$ cat src/rtl/cspc_pkg.sv
// cspc_pkg: shared types, constants and helpers for the colour sensor
// pulse classifier. No dependencies.
`timescale 1ns / 1ps

package cspc_pkg;

  localparam int W = 20;
  localparam int CFG_AW = 2;
  localparam int MINRUN_W = 8;

  localparam logic [W-1:0] MAX_VAL = {W{1'b1}};

  // configuration register indexes
  localparam logic [CFG_AW-1:0] CFG_WINDOW_LENGTH  = 2'd0;
  localparam logic [CFG_AW-1:0] CFG_MIN_RUN_LENGTH = 2'd1;
  localparam logic [CFG_AW-1:0] CFG_DARK_THRESHOLD = 2'd2;

  localparam logic [W-1:0]        RST_WINDOW_LENGTH  = 20'd1000;
  localparam logic [MINRUN_W-1:0] RST_MIN_RUN_LENGTH = 8'd1;
  localparam logic [W-1:0]        RST_DARK_THRESHOLD = 20'd200;

  // channel indexes
  localparam logic [1:0] CH_RED   = 2'd0;
  localparam logic [1:0] CH_GREEN = 2'd1;
  localparam logic [1:0] CH_BLUE  = 2'd2;

  // filter pin codes (s2,s3)
  localparam logic [1:0] SEL_RED   = 2'd0;
  localparam logic [1:0] SEL_GREEN = 2'd3;
  localparam logic [1:0] SEL_BLUE  = 2'd1;

  // colour codes
  localparam logic [1:0] COL_NONE  = 2'd0;
  localparam logic [1:0] COL_RED   = 2'd1;
  localparam logic [1:0] COL_GREEN = 2'd2;
  localparam logic [1:0] COL_BLUE  = 2'd3;

  typedef struct packed {
    logic step;    // sample taken, window stays open
    logic close;   // sample taken, window closes: start dividers
    logic finish;  // store period, clear sums, load result
  } cmd_t;

  typedef struct packed {
    logic close_now;
    logic div_busy;
  } status_t;

  function automatic logic [W-1:0] sat_add(input logic [W-1:0] a, input logic [W-1:0] b);
    logic [W:0] s;
    s = {1'b0, a} + {1'b0, b};
    return s[W] ? MAX_VAL : s[W-1:0];
  endfunction

  function automatic logic [1:0] select_code(input logic [1:0] ch);
    logic [1:0] r;
    unique case (ch)
      CH_GREEN: r = SEL_GREEN;
      CH_BLUE:  r = SEL_BLUE;
      default:  r = SEL_RED;
    endcase
    return r;
  endfunction

endpackage

$ cat src/rtl/cspc_divider.sv
// cspc_divider: restoring unsigned divider, one quotient bit per cycle.
// Depends on cspc_pkg for the operand width.
`timescale 1ns / 1ps

module cspc_divider (
  input  logic                   clk,
  input  logic                   rst_n,
  input  logic                   start,
  input  logic [cspc_pkg::W-1:0] dividend,
  input  logic [cspc_pkg::W-1:0] divisor,
  output logic                   busy,
  output logic [cspc_pkg::W-1:0] quotient
);

  localparam int W = cspc_pkg::W;
  localparam int CW = $clog2(W);

  logic          busy_r;
  logic [CW-1:0] cnt_r;
  logic [W-1:0]  rem_r, rem_nxt;
  logic [W-1:0]  quo_r;
  logic [W-1:0]  dvs_r;
  logic [W:0]    shifted;
  logic          ge;

  assign shifted = {rem_r, quo_r[W-1]};
  assign ge      = shifted >= {1'b0, dvs_r};

  always_comb begin
    if (ge) begin
      rem_nxt = W'(shifted - {1'b0, dvs_r});
    end else begin
      rem_nxt = shifted[W-1:0];
    end
  end

  always_ff @(posedge clk) begin
    if (!rst_n) begin
      busy_r <= 1'b0;
      cnt_r  <= '0;
    end else if (start) begin
      busy_r <= 1'b1;
      cnt_r  <= '0;
    end else if (busy_r) begin
      if (cnt_r == CW'(W - 1)) begin
        busy_r <= 1'b0;
      end
      cnt_r <= cnt_r + 1'b1;
    end
  end

  always_ff @(posedge clk) begin
    if (start) begin
      rem_r <= '0;
      quo_r <= dividend;
      dvs_r <= divisor;
    end else if (busy_r) begin
      rem_r <= rem_nxt;
      quo_r <= {quo_r[W-2:0], ge};
    end
  end

  assign busy     = busy_r;
  assign quotient = quo_r;

endmodule

$ cat src/rtl/cspc_datapath.sv
// cspc_datapath: configuration registers, run/sum counters, two dividers,
// period store, classifier and result registers. Depends on cspc_pkg, cspc_divider.
`timescale 1ns / 1ps

module cspc_datapath (
  input  logic                         clk,
  input  logic                         rst_n,
  input  cspc_pkg::cmd_t               cmd,
  output cspc_pkg::status_t            status,
  input  logic                         cfg_wr_en,
  input  logic [cspc_pkg::CFG_AW-1:0]  cfg_addr,
  input  logic [cspc_pkg::W-1:0]       cfg_wdata,
  input  logic                         in_sample_bit,
  output logic [1:0]                   out_filter_select,
  output logic                         out_color_valid,
  output logic [1:0]                   out_color_code,
  output logic [cspc_pkg::W-1:0]       out_red_period,
  output logic [cspc_pkg::W-1:0]       out_green_period,
  output logic [cspc_pkg::W-1:0]       out_blue_period
);

  localparam int W = cspc_pkg::W;
  localparam logic [W-1:0] ONE = W'(1);

  logic [W-1:0] win_len_r, dark_r;
  logic [cspc_pkg::MINRUN_W-1:0] min_run_r;

  logic [1:0]   chan_r;
  logic [W-1:0] wc_r, hrun_r, lrun_r, hsum_r, hcnt_r, lsum_r, lcnt_r;
  logic [W-1:0] red_r, green_r, blue_r;

  logic [W-1:0] hrun_nxt, lrun_nxt, hsum_nxt, hcnt_nxt, lsum_nxt, lcnt_nxt;
  logic [W-1:0] wc_inc, len;
  logic [W-1:0] min_ext;

  logic         hdiv_busy, ldiv_busy;
  logic [W-1:0] hq, lq, ah, al;
  logic [W:0]   avg_sum;
  logic [W-1:0] mean;
  logic [1:0]   ch;
  logic [W-1:0] r_new, g_new, b_new;
  logic [1:0]   colour;

  logic [1:0]   fsel_r, code_r;
  logic         cval_r;
  logic [W-1:0] rp_r, gp_r, bp_r;

  // configuration
  always_ff @(posedge clk) begin
    if (!rst_n) begin
      win_len_r <= cspc_pkg::RST_WINDOW_LENGTH;
      min_run_r <= cspc_pkg::RST_MIN_RUN_LENGTH;
      dark_r    <= cspc_pkg::RST_DARK_THRESHOLD;
    end else if (cfg_wr_en) begin
      unique case (cfg_addr)
        cspc_pkg::CFG_WINDOW_LENGTH:  win_len_r <= cfg_wdata;
        cspc_pkg::CFG_MIN_RUN_LENGTH: min_run_r <= cfg_wdata[cspc_pkg::MINRUN_W-1:0];
        cspc_pkg::CFG_DARK_THRESHOLD: dark_r    <= cfg_wdata;
        default: ;
      endcase
    end
  end

  assign min_ext = {{(W - cspc_pkg::MINRUN_W){1'b0}}, min_run_r};
  assign len     = (win_len_r == '0) ? ONE : win_len_r;
  assign wc_inc  = cspc_pkg::sat_add(wc_r, ONE);

  // run tracking: on a level change the run that just ended is banked if longer than the minimum run
  always_comb begin
    hrun_nxt = hrun_r;
    lrun_nxt = lrun_r;
    hsum_nxt = hsum_r;
    hcnt_nxt = hcnt_r;
    lsum_nxt = lsum_r;
    lcnt_nxt = lcnt_r;
    if (in_sample_bit) begin
      if (lrun_r > min_ext) begin
        lsum_nxt = cspc_pkg::sat_add(lsum_r, lrun_r);
        lcnt_nxt = cspc_pkg::sat_add(lcnt_r, ONE);
      end
      lrun_nxt = '0;
      hrun_nxt = cspc_pkg::sat_add(hrun_r, ONE);
    end else begin
      if (hrun_r > min_ext) begin
        hsum_nxt = cspc_pkg::sat_add(hsum_r, hrun_r);
        hcnt_nxt = cspc_pkg::sat_add(hcnt_r, ONE);
      end
      hrun_nxt = '0;
      lrun_nxt = cspc_pkg::sat_add(lrun_r, ONE);
    end
  end

  cspc_divider u_hdiv (
    .clk      (clk),
    .rst_n    (rst_n),
    .start    (cmd.close),
    .dividend (hsum_nxt),
    .divisor  ((hcnt_nxt == '0) ? ONE : hcnt_nxt),
    .busy     (hdiv_busy),
    .quotient (hq)
  );

  cspc_divider u_ldiv (
    .clk      (clk),
    .rst_n    (rst_n),
    .start    (cmd.close),
    .dividend (lsum_nxt),
    .divisor  ((lcnt_nxt == '0) ? ONE : lcnt_nxt),
    .busy     (ldiv_busy),
    .quotient (lq)
  );

  // zero pulse count reads as full scale
  assign ah      = (hcnt_r == '0) ? cspc_pkg::MAX_VAL : hq;
  assign al      = (lcnt_r == '0) ? cspc_pkg::MAX_VAL : lq;
  assign avg_sum = {1'b0, ah} + {1'b0, al};
  assign mean    = avg_sum[W:1];

  assign ch    = (chan_r > cspc_pkg::CH_BLUE) ? cspc_pkg::CH_RED : chan_r;
  assign r_new = (ch == cspc_pkg::CH_RED)   ? mean : red_r;
  assign g_new = (ch == cspc_pkg::CH_GREEN) ? mean : green_r;
  assign b_new = (ch == cspc_pkg::CH_BLUE)  ? mean : blue_r;

  always_comb begin
    if (r_new > dark_r && g_new > dark_r && b_new > dark_r) begin
      colour = cspc_pkg::COL_NONE;
    end else if (r_new < g_new) begin
      colour = (r_new < b_new) ? cspc_pkg::COL_RED : cspc_pkg::COL_BLUE;
    end else begin
      colour = (g_new < b_new) ? cspc_pkg::COL_GREEN : cspc_pkg::COL_BLUE;
    end
  end

  always_ff @(posedge clk) begin
    if (!rst_n) begin
      chan_r  <= cspc_pkg::CH_RED;
      wc_r    <= '0;
      hrun_r  <= '0;
      lrun_r  <= '0;
      hsum_r  <= '0;
      hcnt_r  <= '0;
      lsum_r  <= '0;
      lcnt_r  <= '0;
      red_r   <= '0;
      green_r <= '0;
      blue_r  <= '0;
    end else begin
      if (cmd.step || cmd.close) begin
        hrun_r <= hrun_nxt;
        lrun_r <= lrun_nxt;
        hsum_r <= hsum_nxt;
        hcnt_r <= hcnt_nxt;
        lsum_r <= lsum_nxt;
        lcnt_r <= lcnt_nxt;
        wc_r   <= cmd.close ? '0 : wc_inc;
      end
      if (cmd.finish) begin
        red_r   <= r_new;
        green_r <= g_new;
        blue_r  <= b_new;
        hsum_r  <= '0;
        hcnt_r  <= '0;
        lsum_r  <= '0;
        lcnt_r  <= '0;
        chan_r  <= (ch == cspc_pkg::CH_BLUE) ? cspc_pkg::CH_RED : ch + 2'd1;
      end
    end
  end

  // result register
  always_ff @(posedge clk) begin
    if (cmd.step) begin
      fsel_r <= cspc_pkg::select_code(chan_r);
      cval_r <= 1'b0;
      code_r <= cspc_pkg::COL_NONE;
      rp_r   <= red_r;
      gp_r   <= green_r;
      bp_r   <= blue_r;
    end else if (cmd.finish) begin
      fsel_r <= cspc_pkg::select_code((ch == cspc_pkg::CH_BLUE) ? cspc_pkg::CH_RED
                                                               : ch + 2'd1);
      cval_r <= (ch == cspc_pkg::CH_BLUE);
      code_r <= (ch == cspc_pkg::CH_BLUE) ? colour : cspc_pkg::COL_NONE;
      rp_r   <= r_new;
      gp_r   <= g_new;
      bp_r   <= b_new;
    end
  end

  assign status.close_now = (wc_inc >= len);
  assign status.div_busy  = hdiv_busy | ldiv_busy;

  assign out_filter_select = fsel_r;
  assign out_color_valid   = cval_r;
  assign out_color_code    = code_r;
  assign out_red_period    = rp_r;
  assign out_green_period  = gp_r;
  assign out_blue_period   = bp_r;

endmodule

$ cat src/rtl/cspc_ctrl.sv
// cspc_ctrl: sequencing state machine and result valid flag.
// Depends on cspc_pkg for the command and status structs.
`timescale 1ns / 1ps

module cspc_ctrl (
  input  logic              clk,
  input  logic              rst_n,
  input  logic              in_valid,
  output logic              in_ready,
  output logic              out_valid,
  input  logic              out_ready,
  input  cspc_pkg::status_t status,
  output cspc_pkg::cmd_t    cmd
);

  localparam logic [1:0] S_IDLE = 2'd0;
  localparam logic [1:0] S_DIV  = 2'd1;
  localparam logic [1:0] S_FIN  = 2'd2;

  logic [1:0] state_r, state_nxt;
  logic       out_valid_r, out_valid_nxt;
  logic       slot_free, accept;

  assign slot_free = !out_valid_r || out_ready;
  assign in_ready  = (state_r == S_IDLE) && slot_free;
  assign accept    = in_valid && in_ready;

  assign cmd.step   = accept && !status.close_now;
  assign cmd.close  = accept && status.close_now;
  assign cmd.finish = (state_r == S_FIN) && slot_free;

  always_comb begin
    state_nxt = state_r;
    unique case (state_r)
      S_IDLE:  if (cmd.close) state_nxt = S_DIV;
      S_DIV:   if (!status.div_busy) state_nxt = S_FIN;
      S_FIN:   if (cmd.finish) state_nxt = S_IDLE;
      default: state_nxt = S_IDLE;
    endcase
  end

  always_comb begin
    priority if (cmd.step || cmd.finish) begin
      out_valid_nxt = 1'b1;
    end else if (out_ready) begin
      out_valid_nxt = 1'b0;
    end else begin
      out_valid_nxt = out_valid_r;
    end
  end

  always_ff @(posedge clk) begin
    if (!rst_n) begin
      state_r     <= S_IDLE;
      out_valid_r <= 1'b0;
    end else begin
      state_r     <= state_nxt;
      out_valid_r <= out_valid_nxt;
    end
  end

  assign out_valid = out_valid_r;

  a_one_cmd: assert property (@(posedge clk) disable iff (!rst_n)
    $onehot0({cmd.step, cmd.close, cmd.finish}))
    else $error("more than one datapath command at once");

  a_close_to_div: assert property (@(posedge clk) disable iff (!rst_n)
    cmd.close |=> (state_r == S_DIV) && status.div_busy)
    else $error("dividers not running after window close");

  a_no_accept_busy: assert property (@(posedge clk) disable iff (!rst_n)
    (state_r != S_IDLE) |-> !in_ready)
    else $error("sample accepted during period computation");

  a_finish_free: assert property (@(posedge clk) disable iff (!rst_n)
    cmd.finish |-> !status.div_busy)
    else $error("result loaded while dividers busy");

endmodule

$ cat src/rtl/color_sensor_pulse_classifier_unit.sv
// color_sensor_pulse_classifier_unit: top level of the pulse classifier.
// Depends on cspc_pkg, cspc_ctrl, cspc_datapath (and cspc_divider below it).
//
//  channel | ports                                   | handshake
//  --------+-----------------------------------------+-----------------
//  in      | in_sample_bit                           | in_valid/in_ready
//  out     | out_filter_select .. out_blue_period    | out_valid/out_ready
//  cfg     | cfg_addr, cfg_wdata                     | cfg_wr_en, no wait
//
// A sample that leaves the window open is taken at one per clock unless
// the result register is full. A sample that closes a window starts two
// 20-bit dividers side by side at one quotient bit per cycle, then the
// period is stored; input is held off until then. Synchronous active-low
// reset; no clearing pass.
`timescale 1ns / 1ps

module color_sensor_pulse_classifier_unit (
  input  logic                        clk,
  input  logic                        rst_n,
  input  logic                        in_valid,
  output logic                        in_ready,
  input  logic                        in_sample_bit,
  output logic                        out_valid,
  input  logic                        out_ready,
  output logic [1:0]                  out_filter_select,
  output logic                        out_color_valid,
  output logic [1:0]                  out_color_code,
  output logic [cspc_pkg::W-1:0]      out_red_period,
  output logic [cspc_pkg::W-1:0]      out_green_period,
  output logic [cspc_pkg::W-1:0]      out_blue_period,
  input  logic                        cfg_wr_en,
  input  logic [cspc_pkg::CFG_AW-1:0] cfg_addr,
  input  logic [cspc_pkg::W-1:0]      cfg_wdata
);

  cspc_pkg::cmd_t    cmd;
  cspc_pkg::status_t status;

  cspc_ctrl u_ctrl (
    .clk       (clk),
    .rst_n     (rst_n),
    .in_valid  (in_valid),
    .in_ready  (in_ready),
    .out_valid (out_valid),
    .out_ready (out_ready),
    .status    (status),
    .cmd       (cmd)
  );

  cspc_datapath u_dp (
    .clk               (clk),
    .rst_n             (rst_n),
    .cmd               (cmd),
    .status            (status),
    .cfg_wr_en         (cfg_wr_en),
    .cfg_addr          (cfg_addr),
    .cfg_wdata         (cfg_wdata),
    .in_sample_bit     (in_sample_bit),
    .out_filter_select (out_filter_select),
    .out_color_valid   (out_color_valid),
    .out_color_code    (out_color_code),
    .out_red_period    (out_red_period),
    .out_green_period  (out_green_period),
    .out_blue_period   (out_blue_period)
  );

endmodule
$ cat config.mk
export PLATFORM = sky130hd
export DESIGN_NAME = color_sensor_pulse_classifier_unit
export DESIGN_NICKNAME = d
export VERILOG_FILES = /design/src/rtl/cspc_pkg.sv /design/src/rtl/cspc_divider.sv /design/src/rtl/cspc_datapath.sv /design/src/rtl/cspc_ctrl.sv /design/src/rtl/color_sensor_pulse_classifier_unit.sv
export SDC_FILE = /design/constraint.sdc
export NUM_CORES = 1
export LEC_CHECK = 0
export BUFFER_PORTS_ARGS = -buffer_cell sky130_fd_sc_hd__buf_4
export CAP_MARGIN = 40
export CORE_UTILIZATION = 50
export CTS_CLUSTER_DIAMETER = 60
export CTS_CLUSTER_SIZE = 30
export DETAILED_ROUTE_END_ITERATION = 12
export PLACE_DENSITY = 0.69
export SETUP_SLACK_MARGIN = 0.1
export SLEW_MARGIN = 20
export SYNTH_ARGS = -nofsm -noshare
export SYNTH_HDL_FRONTEND = slang
export SYNTH_SLANG_ARGS = --single-unit
$ cat constraint.sdc
create_clock -name clk -period 10.2 [get_ports clk]
set_input_delay 0.51 -clock clk [delete_from_list [all_inputs] [get_ports clk]]
set_output_delay 0.51 -clock clk [all_outputs]
set_load 0.1 [all_outputs]
# == Word-level counts from Yosys, hierarchy flattened ==
# Index checks and enable logic that the tools add are counted.
# Widths: inputs -> output; s select.
# word_totals
regBits,450
word_cells,163
out_inout_bits,67
# op_classes
muxes,59
n_eq_ne,15
n_addsub,13
n_bitwise,2
n_lt_le_gt_ge,12
n_reduce_logical,30
# op_table
op,n
$mux 20,36
$add 20x1->21 const B,5
$logic_not 20->1,5
$add 20x20->21,3
$gt 20x20->1,3
$lt 20x20->1,3
$ge 21x20->1,2
$gt 20x8->1,2
$sub 20x20->20,2
$mux 2,11
$ge 20x20->1,1
$add 5x1->5 const B,2
$eq 2x1->1 const B,5
$eq 2x2->1 const B,5
$eq 5x5->1 const B,2
$mux 1,9
$pmux 2 s2,2
$reduce_bool 2->1,4
$logic_and 1x1->1,7
$logic_not 2->1,3
$pmux 2 s3,1
$reduce_and 2->1,3
$ne 2x1->1 const B,2
$reduce_or 2->1,2
other kinds (8),11

# == Logic depth before layout (Yosys ltp) ==
# depth
word_depth,9
mapped_depth,30
depth_no_buf,28

# == Modules after synthesis ==
# From an unflattened synthesis, not the netlist that was laid out.
# hier_totals
cells_unflattened,3401
hier_area_um2,29598.4
# by_module_without_submodules
mod,area_per_inst_um2,n_inst,cells_each
cspc_datapath,21899.8,1,2667
cspc_divider at u_dp.u_ldiv,3823.7,1,372
cspc_divider at u_dp.u_hdiv,3702.3,1,344
cspc_ctrl,172.7,1,18

# == Worst setup path before layout ==
# OpenSTA, ideal clock, no wires.
# synth_path
kind,register to register
startpoint,"reg u_ctrl.out_valid_r, in the netlist u_ctrl.out_valid"
endpoint,"reg u_dp.u_ldiv.quo_r[17], in the netlist u_dp.u_ldiv.quotient[17] (data pin)"
arrival_time_ps,5823
path_stages_with_launch,9
slack_ps,4041
cell_sequence,dfxtp_1 > nor2b_1 > nor3_1 > nand2_1 > or2_2 > buf_2 > inv_1 > buf_1 > a31oi_1
# synth_rtl
item,line,rtl
from (decl),cspc_ctrl.sv:21,"logic out_valid_r, out_valid_nxt;"
from (signal assigned),cspc_ctrl.sv:58,out_valid_r <= out_valid_nxt;
to (signal assigned),cspc_divider.sv:55,quo_r <= dividend;
to (signal assigned),cspc_divider.sv:59,"quo_r <= {quo_r[W-2:0], ge};"
to (decl),cspc_divider.sv:21,logic [W-1:0] quo_r;

# == Worst setup path after layout ==
# layout_path
startpoint,reg u_dp.hcnt_r[0]
endpoint,"reg u_dp.code_r[1], in the netlist u_dp.out_color_code[1]"
# layout_via
elab_chain_cells,9
word_cells_on_any_way,17
cone_classes,add/sub (1); order compare (5); mux (8); reduce/logical (3)
# layout_rtl
item,line,rtl
from (decl),cspc_datapath.sv:29,"logic [W-1:0] wc_r, hrun_r, lrun_r, hsum_r, hcnt_r, lsum_r, lcnt_r;"
from (signal assigned),cspc_datapath.sv:152,hcnt_r <= hcnt_nxt;
$logic_not 20->1 (*),cspc_datapath.sv:114,assign ah = (hcnt_r == '0) ? cspc_pkg::MAX_VAL : hq;
$mux 20 (*),cspc_datapath.sv:114,
$add 20x20->21 (*),cspc_datapath.sv:116,"assign avg_sum = {1'b0, ah} + {1'b0, al};"
$mux 20 (*),cspc_datapath.sv:122,assign b_new = (ch == cspc_pkg::CH_BLUE) ? mean : blue_r;
via u_dp.b_new[13],cspc_datapath.sv:41,"logic [W-1:0] r_new, g_new, b_new;"
$lt 20x20->1,cspc_datapath.sv:128,colour = (r_new < b_new) ? cspc_pkg::COL_RED : cspc_pkg::COL_BLUE;
$mux 2,cspc_datapath.sv:128,
$mux 2,cspc_datapath.sv:127,end else if (r_new < g_new) begin
$mux 2 (*),cspc_datapath.sv:125,if (r_new > dark_r && g_new > dark_r && b_new > dark_r) begin
$mux 2 (*),cspc_datapath.sv:183,code_r <= (ch == cspc_pkg::CH_BLUE) ? colour : cspc_pkg::COL_NONE;
to (signal assigned),cspc_datapath.sv:175,code_r <= cspc_pkg::COL_NONE;
to (signal assigned),cspc_datapath.sv:183,
to (decl),cspc_datapath.sv:44,"logic [1:0] fsel_r, code_r;"
# Mark *: on every way through the listed nets, which the timed path passes. The rest lies on a longest branch.
# A chain may end at the register's enable or synchronous reset.

==> results.cfg <==
[run_status]
status = finished, final reports clean

[final_layout]
n_antenna_cell = 0
drive_gt1_share_pct = 10.5
finalInstanceArea_mm2 = 0.0319
nNetsFinal = 3701
fillCellCount = 5033
syn_to_final_growth_pct = 10.2

[power_and_ir_drop]
p_seq_share_pct = 42.4
p_total_mw = 4.66
switching_share_pct = 32.7
power.leakage_nw = 13.2
switchingPower_mw = 1.52
clockPowerShare_pct = 35.9
combPwrFrac_pct = 21.7
powerDensity_mw_per_mm2 = 146
power.internal_mw = 3.14
vdd_ir_drop_max_mv = 0.0999

[route]
vias_per_cell = 5.94
drt-total-wl_um = 78200
via_count = 24898
firstDrtPassIters = 6
post_drt_wl_per_cell_um = 18.7
ant_nets = 0
drtIter0Drc = 1944
drc_errors = 0

[flow_run]
max-cap-violations = 0

[clock_tree]
cts_sinks = 450
numCtsBuffers = 38
cts_hold_buffers = 0
cts_max_level = 2
clockBufferDepth = 3
clock_tree.root_cell = clkbuf_16
tritoncts = yes
post_cts_buffers = 0
clk_latency_ns = 0.61
cts.clk_slew.worst_paths_ns = 0.09
cts.repair.resized = 0

[die]
rows = 87
start_util_pct = 51.0
die_h_um = 242
ios = 95
die_area_mm2 = 0.0588
core-area_mm2 = 0.0567
die_width_um = 242

[critical_path]
r2r_end = u_dp.out_color_code[1]
cp_slowest_cell = nor4bb_4
worstPathArrival_ns = 7.28
cp_max_fo = 18
cp-startpoint = u_dp.hcnt_r[0]
path_class = flop to flop
crit_end = u_dp.out_color_code[1]
r2r_slack_ns = 3.47
cp.required_ns = 10.74
crit_top_cell = a21o_1
max_stage_delay_ns = 0.70
start_kind = flop
r2r_cells = 28
r2r_start = u_dp.hcnt_r[0]
worstSetupEndpointType = flop

[sta]
finalSetupViolations = 0
finalHoldViolations = 0
skew_ns = 0.0330
finalCriticalPeriod_ns = 6.73
worstMarginPinSlew_ns = 0.852
slew_headroom_pct = 43.0
slew_violations = 0
fmax_mhz = 148
rsz0062_at_grt = false
fin_crit_sh_pct = 66.0
finalSetupTns_ns = 0

[logic_synthesis]
synth_edf_count = 142
async_flop_share_pct = 0
ys_top_cells_by_area = dfxtp_1 21%, edfxtp_1 15%, ha_1 11%
yosysTopAreaCellShare_pct = 21.3
syn-cell-area_mm2 = 0.0289
yosysWarnings = 0
synth.most_common_cell = nand2_1
synth_cells = 3383
seq_area_frac_synth_pct = 36.1
synth-main-ff-cell = dfxtp_1
synth_common_cells = 434 x nand2_1, 308 x dfxtp_1, 282 x a21oi_1
synth_top_cell_by_area = dfxtp_1
syn_area_per_cell_um2 = 8.55
synth_nets = 3681
synth_seq_cells = 450
ys_types = 92

[place]
port_buffers = 94
post_dp_cell_area_mm2 = 0.0303
hpwl_um = 57200
place_congestion = 0.967

[hold_path]
worstHoldPathType = input port to flop

[global_route]
overflow = 0
grt_pass1_wl_um = 125000
grt_pass1_vias = 23505
antenna_found_initial = 0
grt_max_degree = 99
grt_use_total_pct = 26.0
[worst max-delay path, delay by kind of cell, from the launching register on]
family	cells	cell delay (ns)
XOR/XNOR	1	0.45
AO/OA/AOI/OAI	16	3.24
adder cells (fa/ha/maj)	3	0.69
AND/OR/NAND/NOR	6	1.48
multiplexers	1	0.26
buffers and inverters	1	0.12
flip-flops	1	0.40
[cells by family after synthesis]
group	count (synthesis)	synth area share [%]
multiplexers	137	5.02
flip-flops	450	36.1
AND/OR/NAND/NOR	1121	18.4
buffers and inverters	350	4.71
adder cells (fa/ha/maj)	270	11.8
AO/OA/AOI/OAI	956	20.9
XOR/XNOR	99	3.03
[worst min path at each step]
stage | startpoint | end | slack, ns | cells past startpoint
finish | cfg_wdata[0] | u_dp.min_run_r[0] | 0.18 | 3
global route | cfg_wdata[11] | u_dp.dark_r[11] | 0.18 | 3
CTS | cfg_wdata[0] | u_dp.min_run_r[0] | 0.16 | 3
detailed placement | u_dp.out_color_valid | u_dp.out_color_valid | 0.44 | 2
global placement | u_dp.out_color_valid | u_dp.out_color_valid | 0.44 | 2
floorplan | u_dp.dark_r[11] | u_dp.dark_r[11] | 0.44 | 2
[power groups by stage]
stage	Sequential (mW)	Clock [mW]	Combinational, mW
global route	1.99	1.77	1.11
finish	1.98	1.67	1.01
CTS	1.98	1.70	1.00
detailed placement	2.02	0	0.995
global placement	2.01	0	0.966
floorplan	2.13	0	0.645
[cell type report]
type	instances	area, µm²	share of cell area [%]
sequential	450	10400	32.7
inverter	188	706	2.22
clock buffer	44	1070	3.36
clock inverter	26	375	1.18
multi-input combinational	2583	17200	53.9
tap	756	946	2.97
timing repair buffer	142	1170	3.68
[stage by stage]
stage | util [%] | hold slack [ns] | worst slack, ns | cells
3_3_place_gp | 53.2 | 0.436 | 3.40 | 4106
4_1_cts | 56.0 | 0.155 | 3.57 | 4183
6_report | 56.2 | 0.175 | 3.47 | 4189
3_5_place_dp | 53.4 | 0.439 | 3.63 | 4113
2_1_floorplan | - | 0.443 | 4.04 | 3383
5_1_grt | 56.2 | 0.175 | 2.75 | 4189
[placed cells by master (no fill, tap or decap), types with 12 or more instances in the layout]
cell type and n:
a21oi_1 281, buf_4 129, and3_1 38, nand2b_1 24, edfxtp_1 142, mux2_2 64
nand4_1 53, o211a_1 17, dfxtp_1 308, a21boi_0 83, and2_1 17, nor2b_1 56
a31oi_1 51, xor2_1 34, o21a_1 37, inv_1 185, mux2i_1 73, clkbuf_16 42
nor2_1 227, a211oi_1 31, nand2_1 433, or2_2 43, o21ai_0 214, a21o_1 80
nor3_1 50, o211ai_1 25, or3_1 20, o221a_2 12, o31ai_1 13, nand3_1 76
ha_1 265, o22ai_1 22, nor3b_1 13, xnor2_1 64, nor4_1 24
[metal layers]
| layer | wire length, µm | track usage, % | vias to the layer above |
|---|---|---|---|
| li1 | - | - | 12200 |
| met1 | 35700 | 35.6 | 11869 |
| met2 | 36500 | 43.3 | 713 |
| met3 | 4190 | 2.91 | 116 |
| met4 | 1780 | 7.07 | 0 |
| met5 | 0 | 0 | - |
[sequential cells by signal, summed over array words and instances (netlist names), 8 cells and up]
register	cells
u_dp.wc_r	20
u_dp.lrun_r	20
u_dp.lcnt_r	20
u_dp.green_r	20
u_dp.out_red_period	20
u_dp.u_hdiv.rem_r	20
u_dp.u_ldiv.dvs_r	20
u_dp.out_blue_period	20
u_dp.hrun_r	20
u_dp.hcnt_r	20
u_dp.win_len_r	20
u_dp.u_hdiv.quotient	20
u_dp.u_ldiv.rem_r	20
u_dp.hsum_r	20
u_dp.out_green_period	20
u_dp.red_r	20
u_dp.blue_r	20
u_dp.u_ldiv.quotient	20
u_dp.lsum_r	20
u_dp.u_hdiv.dvs_r	20
u_dp.dark_r	20
u_dp.min_run_r	8
No activity file was read; power rests on OpenSTA's default activity.
